<file path="src/rtl/core/cpct_pkg.sv">
// Shared types and constants of the convex polygon collision test core.
`timescale 1ns / 1ps
`default_nettype none
package cpct_pkg;

    localparam int COORD_BITS = 16;
    localparam int ROUNDS_W = 8;
    localparam logic [ROUNDS_W-1:0] LIMIT_RESET = 8'd64;

    typedef enum logic [1:0] {
        STATUS_SEPARATE  = 2'd0,
        STATUS_INTERSECT = 2'd1,
        STATUS_LIMIT     = 2'd2,
        STATUS_BAD_POLY  = 2'd3
    } cpct_status_t;

    typedef enum logic [3:0] {
        OP_NONE,
        OP_LOAD,
        OP_BEGIN,
        OP_DIR_MUL,
        OP_DIR_SUB,
        OP_SCAN,
        OP_FIRST,
        OP_ROUND,
        OP_ADD,
        OP_GEO_MUL,
        OP_GEO_APPLY,
        OP_CLEAR
    } cpct_op_t;

    typedef struct packed {
        logic                         kind;
        logic signed [COORD_BITS-1:0] x;
        logic signed [COORD_BITS-1:0] y;
        logic                         last;
    } cpct_in_t;

    typedef struct packed {
        cpct_status_t        status;
        logic [ROUNDS_W-1:0] rounds_used;
    } cpct_out_t;

    typedef struct packed {
        cpct_op_t op;
    } cpct_cmd_t;

    typedef struct packed {
        logic                busy;
        logic                bad_poly;
        logic                dir_zero;
        logic                limit_hit;
        logic                dot_nonpos;
        logic                geo_hit;
        logic [ROUNDS_W-1:0] rounds;
    } cpct_stat_t;

endpackage
`default_nettype wire

</file>
<file path="src/rtl/core/cpct_ctrl.sv">
// Controller: sequences loading, the support scans and the simplex rounds, holds the result.
`timescale 1ns / 1ps
`default_nettype none
module cpct_ctrl
    import cpct_pkg::*;
(
    input  wire logic       clk,
    input  wire logic       rst_n,
    input  wire logic       src_valid,
    input  wire logic       src_last,
    output logic            src_ready,
    output logic            res_valid,
    input  wire logic       res_ready,
    output cpct_out_t       res_item,
    output cpct_cmd_t       cmd,
    input  wire cpct_stat_t stat
);

    typedef enum logic [3:0] {
        S_IDLE,
        S_CHECK,
        S_DIRMUL,
        S_DIRSUB,
        S_DIRTEST,
        S_FSCAN,
        S_RCHECK,
        S_RSCAN,
        S_DOT,
        S_GEOAPP,
        S_DONE
    } state_t;

    state_t       state_reg, state_next;
    cpct_status_t code_reg, code_next;
    logic         res_valid_reg, res_valid_next;
    cpct_out_t    res_item_reg, res_item_next;

    always_comb
    begin
        state_next     = state_reg;
        code_next      = code_reg;
        res_valid_next = res_valid_reg && !res_ready;
        res_item_next  = res_item_reg;
        cmd.op         = OP_NONE;
        unique case (state_reg)
            S_IDLE:
            begin
                if (src_valid)
                begin
                    cmd.op = OP_LOAD;
                    if (src_last)
                    begin
                        state_next = S_CHECK;
                    end
                end
            end
            S_CHECK:
            begin
                cmd.op = OP_BEGIN;
                if (stat.bad_poly)
                begin
                    code_next  = STATUS_BAD_POLY;
                    state_next = S_DONE;
                end
                else
                begin
                    state_next = S_DIRMUL;
                end
            end
            S_DIRMUL:
            begin
                cmd.op     = OP_DIR_MUL;
                state_next = S_DIRSUB;
            end
            S_DIRSUB:
            begin
                cmd.op     = OP_DIR_SUB;
                state_next = S_DIRTEST;
            end
            S_DIRTEST:
            begin
                if (stat.dir_zero)
                begin
                    code_next  = STATUS_INTERSECT;
                    state_next = S_DONE;
                end
                else
                begin
                    cmd.op     = OP_SCAN;
                    state_next = S_FSCAN;
                end
            end
            S_FSCAN:
            begin
                if (!stat.busy)
                begin
                    cmd.op     = OP_FIRST;
                    state_next = S_RCHECK;
                end
            end
            S_RCHECK:
            begin
                if (stat.limit_hit)
                begin
                    code_next  = STATUS_LIMIT;
                    state_next = S_DONE;
                end
                else
                begin
                    cmd.op     = OP_ROUND;
                    state_next = S_RSCAN;
                end
            end
            S_RSCAN:
            begin
                if (!stat.busy)
                begin
                    cmd.op     = OP_ADD;
                    state_next = S_DOT;
                end
            end
            S_DOT:
            begin
                if (stat.dot_nonpos)
                begin
                    code_next  = STATUS_SEPARATE;
                    state_next = S_DONE;
                end
                else
                begin
                    cmd.op     = OP_GEO_MUL;
                    state_next = S_GEOAPP;
                end
            end
            S_GEOAPP:
            begin
                cmd.op = OP_GEO_APPLY;
                if (stat.geo_hit)
                begin
                    code_next  = STATUS_INTERSECT;
                    state_next = S_DONE;
                end
                else
                begin
                    state_next = S_RCHECK;
                end
            end
            S_DONE:
            begin
                if (!res_valid_reg || res_ready)
                begin
                    cmd.op                    = OP_CLEAR;
                    res_valid_next            = 1'b1;
                    res_item_next.status      = code_reg;
                    res_item_next.rounds_used = stat.rounds;
                    state_next                = S_IDLE;
                end
            end
            default:
            begin
                state_next = S_IDLE;
            end
        endcase
    end

    always_ff @(posedge clk or negedge rst_n)
    begin
        if (!rst_n)
        begin
            state_reg     <= S_IDLE;
            code_reg      <= STATUS_SEPARATE;
            res_valid_reg <= 1'b0;
            res_item_reg  <= '0;
        end
        else
        begin
            state_reg     <= state_next;
            code_reg      <= code_next;
            res_valid_reg <= res_valid_next;
            res_item_reg  <= res_item_next;
        end
    end

    assign src_ready = state_reg == S_IDLE;
    assign res_valid = res_valid_reg;
    assign res_item  = res_item_reg;

endmodule
`default_nettype wire

</file>
<file path="config.mk">
export PLATFORM = sky130hd
export DESIGN_NAME = cpct_ctrl
export DESIGN_NICKNAME = d
export VERILOG_FILES = /design/src/rtl/core/cpct_pkg.sv /design/src/rtl/core/cpct_ctrl.sv
export SDC_FILE = /design/constraint.sdc
export NUM_CORES = 1
export LEC_CHECK = 0
export BUFFER_PORTS_ARGS = -buffer_cell sky130_fd_sc_hd__buf_2
export CAP_MARGIN = 20
export CORE_MARGIN = 3
export CORE_UTILIZATION = 45
export CTS_CLUSTER_DIAMETER = 80
export DETAILED_ROUTE_END_ITERATION = 10
export GPL_TIMING_DRIVEN = 0
export PLACE_DENSITY = 0.79
export SYNTH_ARGS = -nofsm -noshare
export SYNTH_HDL_FRONTEND = slang
export SYNTH_SLANG_ARGS = --single-unit
</file>
<file path="constraint.sdc">
create_clock -name clk -period 3.6 [get_ports clk]
set_input_delay 0.36 -clock clk [delete_from_list [all_inputs] [get_ports clk]]
set_output_delay 0.36 -clock clk [all_outputs]
set_load 0.005 [all_outputs]
</file>
==> results.py, run 1 <==
metrics = {
    "global_route": {
        "antenna_found_initial": 0,
        "grt_pass1_wl_mm": 3.51,
        "grt_pass1_vias": 828,
        "grt_max_degree": 18,
        "grt_overflow": 0,
        "track_usage": 0.172,
    },
    "sta": {
        "rsz0062_at_grt": "no",
        "hold_viol_final": 0,
        "tns_ps": 0,
        "fin_crit_sh": 0.608,
        "setup_ws_ps": 1410,
        "relSlewSlack": 0.712,
        "setup_viol_count_final": 0,
        "timing.final.crit_period_ps": 2190,
        "skew_ps": 1.90,
        "drv_slew": 0,
        "worst_pin_slew_ps": 433,
        "fmax_mhz": 457,
    },
    "clocking": {
        "path_clk_slew_ps": 90,
        "cts_setup_buffers": 0,
        "tritoncts": "done",
        "cts.sinks": 17,
        "cts_buffers": 3,
        "cts_root_buf": "clkbuf_4",
        "cts_resized": 0,
        "h-tree-depth": 1,
        "clk_latency_ps": 280,
        "clk_path_buf_depth": 2,
        "hold_buffers": 1,
    },
    "critical_path": {
        "crit_start": "state_reg[1]$_DFFE_PN0P_",
        "cp-end-kind": "primary output",
        "worst_ep_arrival_time_ps": 1830,
        "critPathMaxFanout": 10,
        "critPathRequiredTime_ps": 3240,
        "crit_path_start_kind": "flop",
        "path_class": "reg -> out",
        "rr_startpoint": "state_reg[3]$_DFFE_PN0P_",
    },
    "die": {
        "dieArea_um2": 2760,
        "pin_count": 35,
        "fp.dieW_um": 52.5,
        "rows": 16,
        "start_util": 0.486,
        "core_area_um2": 2000,
        "die_y_um": 52.5,
    },
    "power_and_ir_drop": {
        "sw_frac_of_total": 0.390,
        "p_int_mw": 0.590,
        "cellPowerDensity_nw_per_um2": 796,
        "ir_worst_vdd_uv": 396,
        "power.clock.fraction": 0.099,
        "leakage_nw": 0.582,
        "seqPwrFrac": 0.326,
        "total_power_mw": 0.966,
        "combPwrFrac": 0.576,
        "switchingPower_mw": 0.376,
    },
    "routing": {
        "drt-total-wl_mm": 2.26,
        "drt_iter0_markers": 26,
        "dr_total_vias": 924,
        "dr.pass1.iters": 4,
        "drc": 0,
        "via_per_inst": 5.53,
        "avgRoutedWirePerCell_um": 13.5,
        "antenna_left": 0,
    },
    "logic_synthesis": {
        "syn_avg_cell_area_um2": 9.64,
        "synth_cells": 101,
        "synth_top_area_cell": "dfrtp_1",
        "synth.distinct_cells": 33,
        "synth_top_cells_by_area": "dfrtp_1, mux2_2, nand2b_1",
        "synth_seq_cells": 17,
        "synth_top_area_share": 0.437,
        "synthTopCellsByCount": "dfrtp_1, mux2_2, nand2_1, o21ai_0",
        "yosysMostFrequentCell": "dfrtp_1",
        "synth_ff_type": "dfrtp_1",
        "netlist_area_um2": 973,
        "synth.net_count": 120,
        "synth_edf_count": 0,
        "synthArstFlopShare": 1.00,
        "synth-seq-area-share": 0.437,
        "ys_warn_count": 0,
    },
    "layout": {
        "num_antenna_cells": 0,
        "fin_nets": 160,
        "nFillCells": 184,
        "largest_register_ffs": 10,
        "synthToLayoutAreaGrowth_pct": 24.7,
        "drive_gt1_frac": 0.393,
        "final_cells": 167,
    },
    "placement": {
        "post-place-ws_ps": 1740,
        "dpl.cell_count": 162,
        "hpwl_mm": 1.78,
        "gp_congestion": 0.925,
        "portBuffers": 34,
    },
    "status": {
        "outcome": "finished clean",
    },
    "hold_path": {
        "hold_class": "in -> reg",
        "hold_start": "stat[3]",
    },
    "run": {
        "max-cap-violations": 0,
    },
}
-- final cells by class --
type | count | area, µm² | share of cell area
Sequential cell | 17 | 425 | 0.351
Multi-Input combinational cell | 74 | 504 | 0.415
Timing Repair Buffer | 35 | 180 | 0.148
Inverter | 3 | 11.3 | 0.00928
Clock buffer | 4 | 26.3 | 0.0216
Buffer | 7 | 32.5 | 0.0268
Tap cell | 27 | 33.8 | 0.0278
-- logic make-up after synthesis --
logic type      after synthesis  share of synthesized area
simple gates                 34                      0.183
compound gates               28                      0.194
flops                        17                      0.437
buf+inv                      10                     0.0450
mux                          12                      0.141
-- per-layer routing --
layer,track usage,up-vias,share of wire
met5,0,-,0
met4,0.0936,0,0.011
met3,0.0171,3,0.096
met2,0.277,57,0.46
met1,0.224,413,0.43
li1,-,451,-
-- worst paths after layout --
kind	end	slack, ps	cells past startpoint
max	cmd[1]	1410	6
min	res_item[3]$_DFFE_PN0P_	310	2
max reg2reg	code_reg[1]$_DFFE_PN0P_	1800	5
min reg2reg	res_item[8]$_DFFE_PN0P_	510	1
max in group asynchronous	code_reg[1]$_DFFE_PN0P_	2820	2
min in group asynchronous	res_item[2]$_DFFE_PN0P_	520	2
-- through the flow --
stage / util / hold WS, ps / area (µm²)
6_report: 0.606 / 306 / 1210
3_3_place_gp: 0.588 / 286 / 1180
5_1_grt: 0.606 / 293 / 1210
3_5_place_dp: 0.588 / 290 / 1180
2_1_floorplan: - / 64.4 / 973
4_1_cts: 0.606 / 302 / 1210
-- power groups by stage --
stage	combinational [mW]	clock [mW]	sequential (mW)
3_3_place_gp	0.549	0	0.314
3_5_place_dp	0.555	0	0.319
4_1_cts	0.559	0.0991	0.315
6_report	0.556	0.0955	0.315
2_1_floorplan	0.370	0	0.322
5_1_grt	0.621	0.110	0.324
-- layout by cell type, fill, tap and decap left out, drive strengths merged --
master,Yosys,routed
buf,5,39
dfrtp,17,17
mux2,11,11
nand2,8,8
o21ai,7,7
nand2b,6,6
clkbuf,2,6
nor2,5,5
nand3,4,4
inv,3,3
o22ai,3,3
nor3,3,3
a21oi,3,3
a31oi,3,3
nor2b,2,2
or3,2,2
a211o,2,2
o211ai,2,2
a2bb2oi,2,2
nor4,1,1
o2bb2ai,1,1
a21o,1,1
or2,1,1
o311ai,1,1
nand3b,1,1
o22a,1,1
a221o,1,1
mux2i,1,1
and3,1,1
a211oi,1,1
dlygate4sd3,0,1
-- worst max-delay path: stages (launching register included) --
cell     delay (ps)
dfrtp_1         410
buf_2           240
inv_1           110
or3_1           420
a21o_1          190
nand3_1          70
buf_2           110
Power figures use the tool's default switching activity.
==> inputs of run 2 (changes only) <==
--- a/config.mk
+++ b/config.mk
@@ -8,11 +8,11 @@
 export BUFFER_PORTS_ARGS = -buffer_cell sky130_fd_sc_hd__buf_2
 export CAP_MARGIN = 20
 export CORE_MARGIN = 3
-export CORE_UTILIZATION = 45
+export CORE_UTILIZATION = 43
 export CTS_CLUSTER_DIAMETER = 80
 export DETAILED_ROUTE_END_ITERATION = 10
 export GPL_TIMING_DRIVEN = 0
-export PLACE_DENSITY = 0.79
+export PLACE_DENSITY = 0.8
 export SYNTH_ARGS = -nofsm -noshare
 export SYNTH_HDL_FRONTEND = slang
 export SYNTH_SLANG_ARGS = --single-unit
==> constraint.sdc (replaced) <==
create_clock -name clk -period 1.76 [get_ports clk]
set_input_delay 0.176 -clock clk [delete_from_list [all_inputs] [get_ports clk]]
set_output_delay 0.176 -clock clk [all_outputs]
set_load 0.005 [all_outputs]
==> results.py, run 2 (synthesis gave the netlist of run 1 again) <==
metrics = {
    "status": {
        "outcome": "finished with violations",
        "violations": "negative setup slack",
    },
    "die": {
        "start_util": 0.477,
        "fp.dieW_um": 53.6,
        "dieArea_um2": 2870,
        "rows": 16,
        "pin_count": 35,
        "die_y_um": 53.6,
        "core_area_um2": 2040,
    },
    "clocking": {
        "cts_root_buf": "clkbuf_4",
        "h-tree-depth": 1,
        "clk_path_buf_depth": 2,
        "cts_buffers": 3,
        "cts.sinks": 17,
        "clk_latency_ps": 280,
        "path_clk_slew_ps": 90,
        "tritoncts": "done",
    },
    "critical_path": {
        "max_stage_delay_ps": 420,
        "crit_path_start_kind": "flop",
        "critPathMaxFanout": 4,
        "path_class": "reg -> reg",
        "cp-end-kind": "flop",
        "crit_chain": "buf_6, or2_4, o22a_1, a221o_1, mux2_4",
        "crit_start": "state_reg[1]$_DFFE_PN0P_",
        "critPathRequiredTime_ps": 1930,
        "worst_ep_arrival_time_ps": 1950,
        "rr_startpoint": "state_reg[1]$_DFFE_PN0P_",
        "slowest_stage": "dfrtp_1",
    },
    "global_route": {
        "track_usage": 0.185,
        "grt_pass1_wl_mm": 3.88,
        "grt_pass1_vias": 915,
        "grt_overflow": 0,
        "antenna_found_initial": 0,
        "grt_max_degree": 18,
    },
    "sta": {
        "fin_crit_sh": 1.01,
        "relSlewSlack": 0.756,
        "skew_ps": 4.21,
        "timing.final.crit_period_ps": 1780,
        "rsz0062_at_grt": "yes",
        "worst_pin_slew_ps": 366,
        "drv_slew": 0,
        "setup_ws_ps": -15.6,
        "fmax_mhz": 563,
        "setup_viol_count_final": 1,
        "worst_hold_slack_ps": 125,
        "hold_viol_final": 0,
        "tns_ps": -15.6,
    },
    "layout": {
        "final_design_area_no_fill_um2": 1400,
        "final_cells": 176,
        "drive_gt1_frac": 0.537,
        "fin_nets": 169,
        "fin_util": 0.683,
        "final_common_cell": "buf_2",
        "synthToLayoutAreaGrowth_pct": 43.3,
        "final_cell_mix": "buf_2, dfrtp_1, mux2_2, buf_4, nand2_1",
        "largest_register_ffs": 10,
        "nFillCells": 173,
        "num_antenna_cells": 0,
    },
    "routing": {
        "antenna_left": 0,
        "drc": 0,
        "drt-total-wl_mm": 2.60,
        "via_per_inst": 5.57,
        "avgRoutedWirePerCell_um": 14.8,
        "drt_iter0_markers": 18,
        "dr_total_vias": 981,
        "dr.pass1.iters": 4,
    },
    "power_and_ir_drop": {
        "total_power_mw": 2.28,
        "ir_worst_vdd_uv": 834,
        "leakage_nw": 0.668,
        "cellPowerDensity_nw_per_um2": 1630,
    },
    "placement": {
        "post-place-ws_ps": -47.9,
        "dpl.cell_count": 162,
        "placed_cell_area_um2": 1180,
        "portBuffers": 34,
        "gp_congestion": 0.932,
        "hpwl_mm": 1.89,
    },
    "hold_path": {
        "hold_class": "in -> reg",
        "hold_start": "stat[0]",
    },
    "run": {
        "max-cap-violations": 0,
    },
}
==> run 2: cell type report <==
type | count | area, µm² | share of cell area
Multi-Input combinational cell | 74 | 584 | 0.419
Sequential cell | 17 | 427 | 0.306
Timing Repair Buffer | 45 | 256 | 0.184
Buffer | 6 | 55.1 | 0.0395
Tap cell | 27 | 33.8 | 0.0242
Clock buffer | 3 | 22.5 | 0.0161
Inverter | 3 | 11.3 | 0.00807
Clock inverter | 1 | 5.00 | 0.00359
==> run 2: critical path, delay by kind of cell (launching register included) <==
kind,cells,cell delay (ps)
buffers and inverters,1,140
and+or+nand+nor,1,250
DFF,1,420
muxes,1,310
AOI/OAI and AO/OA,2,540
==> run 2: path summary, 6_finish.rpt <==
path,endpoint,slack [ps],cells past startpoint
min in group asynchronous,state_reg[2]$_DFFE_PN0P_,340,2
setup reg to reg,code_reg[1]$_DFFE_PN0P_,-20,5
hold reg to reg,res_item[7]$_DFFE_PN0P_,510,1
max in group asynchronous,state_reg[0]$_DFFE_PN0P_,1140,2
hold / removal,res_item[0]$_DFFE_PN0P_,130,2
setup / recovery,code_reg[1]$_DFFE_PN0P_,-20,5
==> run 2: report_power, final <==
group          switching (mW)  internal, mW  total, mW
clock                   0.112        0.0842      0.196
combinational           0.670         0.743       1.41
sequential              0.105         0.565      0.670
total                   0.886          1.39       2.28
==> run 2: metal layers <==
layer / wire, µm / up-vias / global-route usage
li1: - / 470 / -
met1: 1110 / 464 / 0.223
met2: 1270 / 41 / 0.324
met3: 167 / 6 / 0.0111
met4: 59 / 0 / 0.102
met5: 0 / - / 0
==> run 2: repair_timing <==
| action | 4_1_cts | 5_1_grt |
|---|---|---|
| gates cloned | 0 | 1 |
| resized for setup | 19 | 13 |
| setup endpoints to repair | 5 | 8 |
| hold endpoints to repair | 17 | 0 |
| hold buffers | 1 | 0 |
| pin swaps | 4 | 3 |
| buffers inserted | 4 | 5 |
==> inputs of run 3 (changes only) <==
==> constraint.sdc (replaced) <==
create_clock -name clk -period 1.76 [get_ports clk]
set_input_delay 0.352 -clock clk [delete_from_list [all_inputs] [get_ports clk]]
set_output_delay 0.352 -clock clk [all_outputs]
set_load 0.005 [all_outputs]
==> results.py, run 3 (synthesis gave the netlist of run 1 again) <==
metrics = {
    "status": {
        "outcome": "finished with violations",
        "violations": "negative setup slack",
    },
    "routing": {
        "drt_iter0_markers": 17,
        "antenna_left": 0,
        "dr_total_vias": 1045,
        "drt-total-wl_mm": 2.84,
        "drc": 0,
        "dr.pass1.iters": 4,
        "avgRoutedWirePerCell_um": 15.4,
        "via_per_inst": 5.65,
    },
    "placement": {
        "hpwl_mm": 1.89,
        "gp_congestion": 0.932,
        "portBuffers": 34,
    },
    "critical_path": {
        "cp_common_cell": "buf_6",
        "worst_ep_arrival_time_ps": 1490,
        "critPathRequiredTime_ps": 1410,
        "crit_path_start_kind": "flop",
        "slowest_stage": "dfrtp_1",
        "critPathMaxFanout": 9,
        "max_stage_delay_ps": 400,
        "cp-end-kind": "primary output",
        "path_class": "reg -> out",
        "crit_chain": "buf_6, buf_6, nand2b_4, o2bb2ai_1, nand2_1, nand3_1, buf_2",
    },
    "power_and_ir_drop": {
        "total_power_mw": 2.58,
        "cellPowerDensity_nw_per_um2": 1700,
        "leakage_nw": 0.722,
        "ir_worst_vdd_uv": 985,
    },
    "global_route": {
        "grt_max_degree": 18,
        "top_usage_layer": "met2",
        "met3_usage": 0.0139,
        "grt_overflow": 0,
        "grtUsageMet1": 0.243,
        "grt_pass1_vias": 1050,
        "grt_pass1_wl_mm": 4.53,
        "grtUsageMet2": 0.406,
        "track_usage": 0.216,
        "antenna_found_initial": 0,
    },
    "clocking": {
        "path_clk_slew_ps": 90,
        "clk_path_buf_depth": 2,
        "h-tree-depth": 1,
        "cts_buffers": 3,
        "clk_latency_ps": 280,
        "cts.sinks": 17,
        "tritoncts": "done",
        "cts_root_buf": "clkbuf_4",
    },
    "layout": {
        "drive_gt1_frac": 0.601,
        "final_cell_mix": "buf_2, buf_4, dfrtp_1, mux2_2, nand2_1",
        "nFillCells": 151,
        "fin_nets": 178,
        "ff_latch_area_um2": 427,
        "synthToLayoutAreaGrowth_pct": 56.2,
        "final_common_cell": "buf_2",
        "multiInputGateArea_um2": 629,
        "largest_register_ffs": 10,
        "num_antenna_cells": 0,
    },
    "die": {
        "fp.dieW_um": 53.6,
        "pin_count": 35,
        "start_util": 0.477,
        "core_area_um2": 2040,
        "die_y_um": 53.6,
        "rows": 16,
        "dieArea_um2": 2870,
    },
    "run": {
        "max-cap-violations": 0,
    },
    "sta": {
        "tns_ps": -313,
        "rsz0062_at_grt": "yes",
        "setup_viol_count_final": 6,
        "relSlewSlack": 0.755,
        "worst_hold_slack_ps": 298,
        "drv_slew": 0,
        "skew_ps": 0.541,
        "fmax_mhz": 543,
        "worst_pin_slew_ps": 367,
        "hold_viol_final": 0,
        "timing.final.crit_period_ps": 1840,
        "setup_ws_ps": -82.5,
        "fin_crit_sh": 1.05,
    },
    "hold_path": {
        "hold_class": "in -> reg",
    },
}
-- run 3: cell types whose count changed in the layout (fill, tap and decap cells not counted), sizes merged --
cell,before,now
buf,49,57
clkbuf,4,5
-- run 3: worst max-delay path, delay by kind of cell (launching register included) --
| kind | cells | cell delay (ps) |
|---|---|---|
| buffers and inverters | 3 | 370 |
| DFF | 1 | 400 |
| and+or+nand+nor | 3 | 320 |
| AOI/OAI and AO/OA | 1 | 120 |
-- run 3: final timing paths --
kind	startpoint	to	slack [ps]	cells after the start
setup / recovery	state_reg[1]$_DFFE_PN0P_	cmd[1]	-80	7
min in group asynchronous	rst_n	res_valid$_DFF_PN0_	510	2
max in group asynchronous	rst_n	state_reg[0]$_DFFE_PN0P_	970	2
setup reg to reg	state_reg[1]$_DFFE_PN0P_	code_reg[1]$_DFFE_PN0P_	-30	5
hold / removal	stat[2]	res_item[2]$_DFFE_PN0P_	300	2
hold reg to reg	res_item[7]$_DFFE_PN0P_	res_item[7]$_DFFE_PN0P_	510	1
-- run 3: stage by stage --
step	area, µm²	utilization	setup slack (ps)	std cells
5_1_grt	1520	0.744	-194	185
3_5_place_dp	1180	0.577	-107	162
2_1_floorplan	973	-	73.9	101
6_report	1520	0.744	-82.5	185
3_3_place_gp	1180	0.577	-122	162
4_1_cts	1470	0.722	-96.6	183
-- run 3: cell type report --
class                      count  area share
buffer                         5      0.0362
clock buffer                   3      0.0148
clock inverter                 1     0.00329
inverter                       3     0.00905
multi-input combinational     74       0.414
sequential                    17       0.281
tap                           27      0.0222
timing repair buffer          55       0.220
-- run 3: layer usage --
layer,share of wire,vias to the layer above
met2,0.51,56
met1,0.40,499
li1,-,486
met4,0.013,0
met5,0,-
met3,0.075,4
-- run 3: power by group --
group	internal (mW)	switching, mW
Clock	0.0843	0.117
Combinational	0.924	0.787
Sequential	0.565	0.0992
Total	1.57	1.00
-- run 3: what timing repair did --
action / 4_1_cts / 5_1_grt
buffers inserted: 17 / 3
endpoints found under the hold margin: 17 / 0
pin swaps: 9 / 3
endpoints found under the setup margin: 6 / 7
hold buffers: 1 / 0
gates resized for setup: 36 / 8
cloned: 0 / 0
